--- config.mk ---
export PLATFORM = sky130hd
export DESIGN_NAME = sparse_triplet_transpose_top
export DESIGN_NICKNAME = d
export VERILOG_FILES = /design/src/rtl/stt_pkg.sv /design/src/rtl/stt_cell.sv /design/src/rtl/stt_ctrl.sv /design/src/rtl/sparse_triplet_transpose_top.sv
export SDC_FILE = /design/constraint.sdc
export NUM_CORES = 1
export LEC_CHECK = 0
export BUFFER_PORTS_ARGS = -buffer_cell sky130_fd_sc_hd__buf_2
export CAP_MARGIN = 5
export CELL_PAD_IN_SITES_DETAIL_PLACEMENT = 1
export CELL_PAD_IN_SITES_GLOBAL_PLACEMENT = 1
export CORE_ASPECT_RATIO = 1.2
export CORE_UTILIZATION = 30
export CTS_CLUSTER_DIAMETER = 200
export DETAILED_ROUTE_END_ITERATION = 10
export PLACE_DENSITY = 0.48
export SLEW_MARGIN = 10
export SYNTH_ARGS = -nofsm -noshare
export SYNTH_HDL_FRONTEND = slang
export SYNTH_SLANG_ARGS = --single-unit
--- constraint.sdc ---
create_clock -name clock -period 18.75 [get_ports clock]
set_clock_uncertainty 0.2 [all_clocks]
set_input_delay 1.875 -clock clock [delete_from_list [all_inputs] [get_ports clock]]
set_output_delay 1.875 -clock clock [all_outputs]
set_load 0.05 [all_outputs]
--- src/rtl/stt_pkg.sv ---
// Package for the sparse triplet transpose block.
// Holds the beat payload types, the stored triplet type and the controller states.
// No dependencies.
package stt_pkg;

   typedef struct packed {
      logic [3:0]         row;
      logic [3:0]         col;
      logic signed [31:0] value;
      logic               has_entry;
      logic               is_last;
   } req_type;

   typedef struct packed {
      logic [3:0]         out_row;
      logic [3:0]         out_col;
      logic signed [31:0] out_value;
      logic               out_last;
      logic               overflow;
   } rsp_type;

   typedef struct packed {
      logic [3:0]         row;
      logic [3:0]         col;
      logic signed [31:0] value;
   } triplet_type;

   typedef struct packed {
      logic shift;
      logic load;
   } chain_ctrl_type;

   typedef enum logic [1:0] {
      ST_IDLE,
      ST_SCAN,
      ST_FLUSH
   } state_type;

   localparam int CSR_W = 5;

endpackage

--- src/rtl/stt_cell.sv ---
// One cell of the triplet chain: holds a single stored triplet.
// Depends on stt_pkg for the triplet and chain control types.
module stt_cell
   import stt_pkg::*;
(
   input  logic           clock,
   input  chain_ctrl_type chain,
   input  triplet_type    d,
   output triplet_type    q
);

   triplet_type trip_ff;

   // The payload needs no reset: only cells below the fill count are ever emitted.
   always_ff @(posedge clock) begin
      if (chain.shift) begin
         trip_ff <= d;
      end
   end

   assign q = trip_ff;

endmodule

--- src/rtl/stt_ctrl.sv ---
// Controller for the triplet chain: fill count, column scan and result staging.
// Depends on stt_pkg for payload, chain control and state types.
module stt_ctrl
   import stt_pkg::*;
#(
   parameter int MAX_ENTRIES = 16,
   parameter int MAX_DIM     = 16
)(
   input  logic             clock,
   input  logic             reset,
   input  logic             start,
   input  req_type          req_data,
   input  logic [CSR_W-1:0] num_cols,
   input  triplet_type      head,
   output logic             busy,
   output chain_ctrl_type   chain,
   output logic             rsp_valid,
   output rsp_type          rsp_data
);

   localparam int CntW = $clog2(MAX_ENTRIES + 1);
   localparam int IdxW = (MAX_ENTRIES > 1) ? $clog2(MAX_ENTRIES) : 1;
   localparam int SumW = CntW + 1;
   localparam int DimW = $clog2(MAX_DIM + 1);
   localparam int CmpW = (DimW > CSR_W) ? DimW : CSR_W;

   state_type       state_ff, state_in;
   logic [CntW-1:0] count_ff, count_in;
   logic            dropped_ff, dropped_in;
   logic [IdxW-1:0] step_ff, step_in;
   logic [DimW-1:0] colv_ff, colv_in;
   logic            pend_valid_ff, pend_valid_in;
   rsp_type         pend_ff, pend_in;
   logic            rsp_valid_ff, rsp_valid_in;
   rsp_type         rsp_data_ff, rsp_data_in;

   logic            accept;
   logic            store_full;
   logic            do_load;
   logic            do_drop;
   logic [CmpW-1:0] lim_wide;
   logic [DimW-1:0] lim;
   logic            abort;
   logic            scan_run;
   logic            step_end;
   logic            last_step;
   logic [SumW-1:0] pos_sum;
   logic            match;
   rsp_type         cand;

   assign accept     = start && (state_ff == ST_IDLE);
   assign store_full = (count_ff == CntW'(MAX_ENTRIES));
   assign do_load    = accept && req_data.has_entry && !store_full;
   assign do_drop    = accept && req_data.has_entry && store_full;

   assign lim_wide = (CmpW'(num_cols) > CmpW'(MAX_DIM)) ? CmpW'(MAX_DIM) : CmpW'(num_cols);
   assign lim      = lim_wide[DimW-1:0];

   assign abort     = (lim == '0) || (count_ff == '0);
   assign scan_run  = (state_ff == ST_SCAN) && !abort;
   assign step_end  = (step_ff == IdxW'(MAX_ENTRIES - 1));
   assign last_step = step_end && (colv_ff == lim - DimW'(1));

   // The chain rotates once per column; the oldest stored triplet reaches the
   // head when the step plus the fill count reaches the chain length.
   assign pos_sum = SumW'(step_ff) + SumW'(count_ff);
   assign match   = scan_run && (pos_sum >= SumW'(MAX_ENTRIES))
                    && (CmpW'(head.col) == CmpW'(colv_ff));

   always_comb begin
      cand.out_row   = head.col;
      cand.out_col   = head.row;
      cand.out_value = head.value;
      cand.out_last  = 1'b0;
      cand.overflow  = dropped_ff;
   end

   // Next state.
   always_comb begin
      state_in = state_ff;
      case (state_ff)
         ST_IDLE: begin
            if (accept && req_data.is_last) begin
               state_in = ST_SCAN;
            end
         end
         ST_SCAN: begin
            if (abort || last_step) begin
               state_in = ST_FLUSH;
            end
         end
         ST_FLUSH: begin
            state_in = ST_IDLE;
         end
         default: begin
            state_in = ST_IDLE;
         end
      endcase
   end

   // Datapath and outputs.
   always_comb begin
      count_in      = count_ff;
      dropped_in    = dropped_ff;
      step_in       = step_ff;
      colv_in       = colv_ff;
      pend_valid_in = pend_valid_ff;
      pend_in       = pend_ff;
      rsp_valid_in  = 1'b0;
      rsp_data_in   = pend_ff;
      case (state_ff)
         ST_IDLE: begin
            step_in = '0;
            colv_in = '0;
            if (do_load) begin
               count_in = count_ff + CntW'(1);
            end
            if (do_drop) begin
               dropped_in = 1'b1;
            end
         end
         ST_SCAN: begin
            if (scan_run) begin
               step_in = step_end ? '0 : step_ff + IdxW'(1);
               if (step_end) begin
                  colv_in = colv_ff + DimW'(1);
               end
               if (match) begin
                  rsp_valid_in  = pend_valid_ff;
                  pend_in       = cand;
                  pend_valid_in = 1'b1;
               end
            end
         end
         ST_FLUSH: begin
            rsp_valid_in         = pend_valid_ff;
            rsp_data_in.out_last = 1'b1;
            pend_valid_in        = 1'b0;
            count_in             = '0;
            dropped_in           = 1'b0;
         end
         default: begin
            pend_valid_in = 1'b0;
         end
      endcase
   end

   always_ff @(posedge clock) begin
      if (reset) begin
         state_ff      <= ST_IDLE;
         count_ff      <= '0;
         dropped_ff    <= 1'b0;
         step_ff       <= '0;
         colv_ff       <= '0;
         pend_valid_ff <= 1'b0;
         rsp_valid_ff  <= 1'b0;
      end else begin
         state_ff      <= state_in;
         count_ff      <= count_in;
         dropped_ff    <= dropped_in;
         step_ff       <= step_in;
         colv_ff       <= colv_in;
         pend_valid_ff <= pend_valid_in;
         rsp_valid_ff  <= rsp_valid_in;
      end
   end

   always_ff @(posedge clock) begin
      pend_ff     <= pend_in;
      rsp_data_ff <= rsp_data_in;
   end

   assign busy        = (state_ff != ST_IDLE);
   assign chain.shift = do_load || scan_run;
   assign chain.load  = do_load;
   assign rsp_valid   = rsp_valid_ff;
   assign rsp_data    = rsp_data_ff;

endmodule

--- src/rtl/sparse_triplet_transpose_top.sv ---
// Sparse triplet transpose, top level: a chain of triplet cells and its controller.
// Load beats are taken back to back while idle; a beat marked last keeps busy high
// for a scan of one full rotation of the cell chain per column, over min(num_cols,
// MAX_DIM) columns, then a flush; an empty store or zero column count ends it early.
// Each result is held until the next match or the end of the scan, then strobes for
// one cycle; the receiver cannot stall. Reset empties the store and sets num_cols to 4.
module sparse_triplet_transpose_top
   import stt_pkg::*;
#(
   parameter int MAX_ENTRIES = 16,
   parameter int MAX_DIM     = 16
)(
   input  logic             clock,
   input  logic             reset,
   input  logic             start,
   output logic             busy,
   input  req_type          req_data,
   output logic             rsp_valid,
   output rsp_type          rsp_data,
   input  logic             csr_valid,
   output logic             csr_ready,
   input  logic [CSR_W-1:0] csr_data
);

   // The column count register. The user must make writes only while the block is idle;
   // the block does not enforce this. The port can always take a beat.
   logic [CSR_W-1:0] num_cols_ff;

   always_ff @(posedge clock) begin
      if (reset) begin
         num_cols_ff <= CSR_W'(4);
      end else if (csr_valid && csr_ready) begin
         num_cols_ff <= csr_data;
      end
   end

   assign csr_ready = 1'b1;

   // The cells form a ring. A load shifts the new triplet into the first cell
   // and moves every stored triplet one place on; during the scan the last
   // cell feeds the first, so after one full turn the chain is as it was.
   chain_ctrl_type chain;
   triplet_type    cell_q [MAX_ENTRIES];
   triplet_type    feed;

   always_comb begin
      if (chain.load) begin
         feed.row   = req_data.row;
         feed.col   = req_data.col;
         feed.value = req_data.value;
      end else begin
         feed = cell_q[MAX_ENTRIES-1];
      end
   end

   for (genvar i = 0; i < MAX_ENTRIES; i++) begin : g_cell
      if (i == 0) begin : g_first
         stt_cell u_cell (
            .clock (clock),
            .chain (chain),
            .d     (feed),
            .q     (cell_q[i])
         );
      end else begin : g_rest
         stt_cell u_cell (
            .clock (clock),
            .chain (chain),
            .d     (cell_q[i-1]),
            .q     (cell_q[i])
         );
      end
   end

   // The controller watches the last cell, compares its column with the column
   // being scanned and holds each match back one place, so that the final
   // result of the run can carry the last flag.
   stt_ctrl #(
      .MAX_ENTRIES (MAX_ENTRIES),
      .MAX_DIM     (MAX_DIM)
   ) u_ctrl (
      .clock     (clock),
      .reset     (reset),
      .start     (start),
      .req_data  (req_data),
      .num_cols  (num_cols_ff),
      .head      (cell_q[MAX_ENTRIES-1]),
      .busy      (busy),
      .chain     (chain),
      .rsp_valid (rsp_valid),
      .rsp_data  (rsp_data)
   );

endmodule

# --- Word-level counts from Yosys, hierarchy flattened ---
# Cells that the tools add are included.
classes:
  add_sub_neg: 5
  n_lt_le_gt_ge: 2
  eq_ne: 13
  n_mux: 21
  n_bitwise: 1
  n_reduce_logical: 27
op_table:
  columns: ["cell", "n"]
  rows:
  - ["$mux W40", 1]
  - ["$mux W5", 4]
  - ["$pmux W5 S2", 2]
  - ["$add A5 B1 Y5 const B", 2]
  - ["$logic_not A5 Y1", 2]
  - ["$ne A2 B1 Y1 const B", 5]
  - ["$logic_and A1 B1 Y1", 9]
  - ["$reduce_and A3 Y1", 3]
  - ["$mux W4", 2]
  - ["$pmux W4 S2", 1]
  - ["$reduce_and A2 Y1", 4]
  - ["$add A4 B5 Y6", 1]
  - ["$ge A6 B5 Y1 const B", 1]
  - ["$pmux W1 S2", 3]
  - ["$reduce_bool A2 Y1", 3]
  - ["$eq A4 B5 Y1", 1]
  - ["$eq A5 B5 Y1", 1]
  - ["$eq A5 B5 Y1 const B", 1]
  - ["$gt A5 B5 Y1 const B", 1]
  - ["$mux W1", 5]
  - ["$sub A5 B1 Y5 const B", 1]
  - ["$add A4 B1 Y4 const B", 1]
  - ["$eq A4 B4 Y1 const B", 1]
  - ["$mux W2", 2]
  - ["other kinds (8)", 12]
totals:
  reg_bits: 747
  wordCells: 134

# --- Depth between registers and ports, before layout ---
logic_depth:
  ltp_word: 11
  mapped_depth: 9
  depth_no_buf: 7

# --- By module ---
# Synthesis repeated with hierarchy kept, for this count alone.
hier_totals:
  cells_unflattened: 945
  area_unflattened_um2: 23332.4
by_module_without_submodules:
  columns: ["module", "n_inst", "cells_per_inst", "area_each_um2", "seq_area_each_um2"]
  rows:
  - ["stt_cell", 16, 40, 1201.2, 1201.2]
  - ["stt_ctrl", 1, 243, 3432.0, 2452.4]
  - ["sparse_triplet_transpose_top", 1, 62, 681.9, 100.1]

# --- Least setup slack after synthesis ---
# No wires, ideal clock.
synth_path:
  kind: "input to register"
  from: "input start"
  to: "register g_cell[0].g_first.u_cell.trip_ff, in the netlist g_cell[0].g_first.u_cell.q[0], enable pin"
  t_arrival_ns: 12.991
  required_ns: 14.073
  slack_ns: 1.082
  stages: 5
  path_buffers: 2
  path_cell_list: "nand3_1 nand2b_1 clkbuf_1 clkbuf_1 nand2_1"
synth_rtl:
  columns: ["element", "line_no", "text"]
  rows:
  - ["start: declaration", "sparse_triplet_transpose_top.sv:15", "input logic start,"]
  - ["end signal: assignment", "stt_cell.sv:17", "trip_ff <= d;"]
  - ["end: declaration", "stt_cell.sv:12", "triplet_type trip_ff;"]

==> metrics.md <==
| Metric | Value |
|---|---|
| # rows | 111 |
| DRC marker count from the first detailed-route iteration | 757 |
| Share of cells above drive strength 1 | 17.3% |
| Worst path arrival time | 7260 ps |
| Setup slack after layout | 11510 ps |
| Setup TNS Final | 0 ps |
| Yosys reg bits | 747 |
| Inst Count DP | 2132 |
| Vias per cell | 4.07 |
| Max Cap Viol | 0 |
| Routability cong. | 0.681 |
| Multi-input logic area | 1440 µm² |
| Post-route insts no fill | 2267 |
| RSZ-0062 raised after global routing | false |
| Setup Viol. Count Final | 0 |
| Setup CP Type | in -> reg |
| Largest net degree at the start of global routing | 96 |
| CTS max path bufs | 3 |
| Total area of sequential cells | 21800 µm² |
| DRT antenna net count | 0 |
| H-tree depth | 3 |
| Critical Path Start Type | input port |
| Slew Viols, Final | 0 |
| IO Pins | 96 |
| CTS tree | yes |
| GR peak layer | met2 |
| Leak Pwr | 9.18 nW |
| GRT met1 Usage | 13.4% |
| Critical Path Slowest Stage Cell | buf_4 |
| CP Cell Sequence | buf_2, nand3_1, nand2b_2, buf_4, nand2_4, buf_4, buf_4, buf_4, buf_4 |
| Core box area | 76700 µm² |
| Die area | 78700 µm² |
| CP max FO | 92 |
| Fill cells | 7513 |
| Yosys warns | 0 |
| Cell family with most CP delay | buffers and inverters |
| Yosys cell types | 46 |
| Nets | 1254 |
| Clock transition at the registers of the reported paths | 60 ps |
| Port bufs | 94 |
| Effective utilization at floorplan | 30.4% |
| Most frequent cells in the layout | edfxtp_1 (681), nand2_1 (126), buf_2 (94) |
| Final core occ | 35.7% |
| Maximum vdd drop | 0.0000656 V |
| WHS | 139 ps |
| Syn_nets | 1091 |
| Vias | 9223 |
| Crit. End Element | flop |
| Async SR Flop Fraction | 0% |
| Cells after Synth | 1028 |
| Critical path's most frequent cell | buf_4 |
| EDFF count, synth | 681 |
| Number of diodes | 0 |
| Seq/Total Area, Yosys | 93.5% |
| Num CTS Buffers | 74 |
| Worst-Skew Late Latency | 610 ps |
| Syn Std Cell Area | 23300 µm² |
| Fmax | 0.138 GHz |
| Post-CTS Setup Repair Bufs | 0 |
| Worst-margin pin slew | 1190 ps |
| CTS Root Cell | clkbuf_16 |
| Final min period | 7240 ps |
| Gr ovfl total | 0 |
| Initial antenna violation count | 2 |
| Routed wire length | 36600 µm |
| Most common cell after layout, fill and taps aside | edfxtp_1 |
| PwrDens | 144 nW/µm² |
| # DRC | 0 |
| CTS resizes | 0 |
| Routed WL per cell | 16.2 µm |
| DPL Wire Length | 19400 µm |
| Syn avg cell area | 22.6 µm² |
| Max stage delay on crit path | 960 ps |
| Data required, critical path | 18760 ps |
| Dpl ws | 10770 ps |
| Max-slew headroom | 20.4% |
| Met2 global-route usage | 13.7% |
| DP Area | 25100 µm² |
| Status | completed |
| Period utilisation layout | 38.6% |
| Vias in the first global route | 9671 |
| Hold Crit Class | reg -> reg |
| Cts hold-fix bufs | 0 |
| First drt pass iteration count | 4 |
| Finished layout cell area | 27400 µm² |
| Die X | 256 µm |
| Area grow syn2layout | 17.6% |
| First-pass GRT wire length | 57400 µm |
| CTS sink cnt | 747 |
| Power Total | 3.94 mW |
| GRT Util Overall | 9.50% |
| Met3 usage | 2.64% |
| Final hold viol count | 0 |
| Die Ht | 307 µm |
| Buf/Inv on CP | 6 |
| Synth Flop Type | edfxtp_1 |
==> cell usage after synthesis, types with 2 or more instances <==
cell type	count	area, µm²
nor4b_1	3	26.3
dfxtp_1	66	1320
clkbuf_1	14	52.6
edfxtp_1	681	20400
mux2i_1	7	70.1
a311oi_1	2	17.5
nor2b_1	4	25.0
nor3_1	8	40.0
nand3_1	11	55.1
buf_1	2	7.51
a21oi_1	7	35.0
and2_1	4	25.0
xnor2_1	11	96.3
inv_1	5	18.8
nand2_1	127	477
o31a_1	2	17.5
or3_1	2	12.5
a31oi_1	2	12.5
nand2b_1	6	37.5
ha_1	12	150
xor2_1	4	35.0
nor4_1	2	12.5
o21ai_0	6	30.0
nor2_1	18	67.6
==> cell type report <==
class	count	share of cell area [%]
Clock buffer	97	7.23
Sequential cell	747	79.5
Timing Repair Buffer	104	1.99
Tap cell	1017	4.65
Multi-Input combinational cell	258	5.26
Clock inverter	38	1.27
Inverter	6	0.0823
==> registers in the layout, summed over array words and instances, names as in the netlist <==
signal	count
g_cell.g_rest.u_cell.q	600
u_ctrl.rsp_data	42
u_ctrl.pend_ff	41
g_cell.g_first.u_cell.q	40
num_cols_ff	5
u_ctrl.colv_ff	5
u_ctrl.count_ff	5
u_ctrl.step_ff	4
u_ctrl.state_ff	2
u_ctrl.dropped_ff	1
u_ctrl.pend_valid_ff	1
u_ctrl.rsp_valid	1
==> worst reg2reg max path, stage by stage, from the launching register on <==
cell	delay, ps
dfxtp_1	320
inv_1	110
ha_1	380
nand3_1	280
nand2b_2	270
buf_4	340
nand2_4	450
buf_4	910
buf_4	1060
buf_4	1040
buf_4	970
==> path summary, 6_finish.rpt <==
| path | endpoint | cells after the start | from | slack, ps |
|---|---|---|---|---|
| worst max-delay path | g_cell[6].g_rest.u_cell.q[12] | 9 | start | 11510 |
| worst min register to register | u_ctrl.rsp_data[31] | 0 | u_ctrl.pend_ff[31] | 140 |
| worst min-delay path | u_ctrl.rsp_data[31] | 0 | u_ctrl.pend_ff[31] | 140 |
| worst max register to register | g_cell[6].g_rest.u_cell.q[12] | 10 | u_ctrl.state_ff[0] | 12020 |
==> logic make-up after synthesis <==
| kind of cell | count (synthesis) | synth area share [%] |
|---|---|---|
| adder cells (fa/ha/maj) | 12 | 0.645 |
| multiplexers | 8 | 0.349 |
| buffers and inverters | 23 | 0.387 |
| AO/OA/AOI/OAI | 29 | 0.892 |
| XOR/XNOR | 15 | 0.564 |
| AND/OR/NAND/NOR | 193 | 3.64 |
| other | 1 | 0.0161 |
| flip-flops | 747 | 93.5 |
==> per-layer routing <==
layer,vias to the layer above,part of all wire (%)
li1,4258,-
met1,4752,48
met5,-,0.079
met3,71,4.4
met4,4,2.6
met2,138,45
==> report_power, final <==
| part | leakage, nW | internal (mW) | total [mW] | switching (mW) |
|---|---|---|---|---|
| sequential | 6.87 | 2.20 | 2.28 | 0.0781 |
| combinational | 1.16 | 0.0387 | 0.233 | 0.195 |
| clock | 1.15 | 0.819 | 1.43 | 0.609 |
| total | 9.18 | 3.06 | 3.94 | 0.882 |
(Power assumes the default switching activity.)
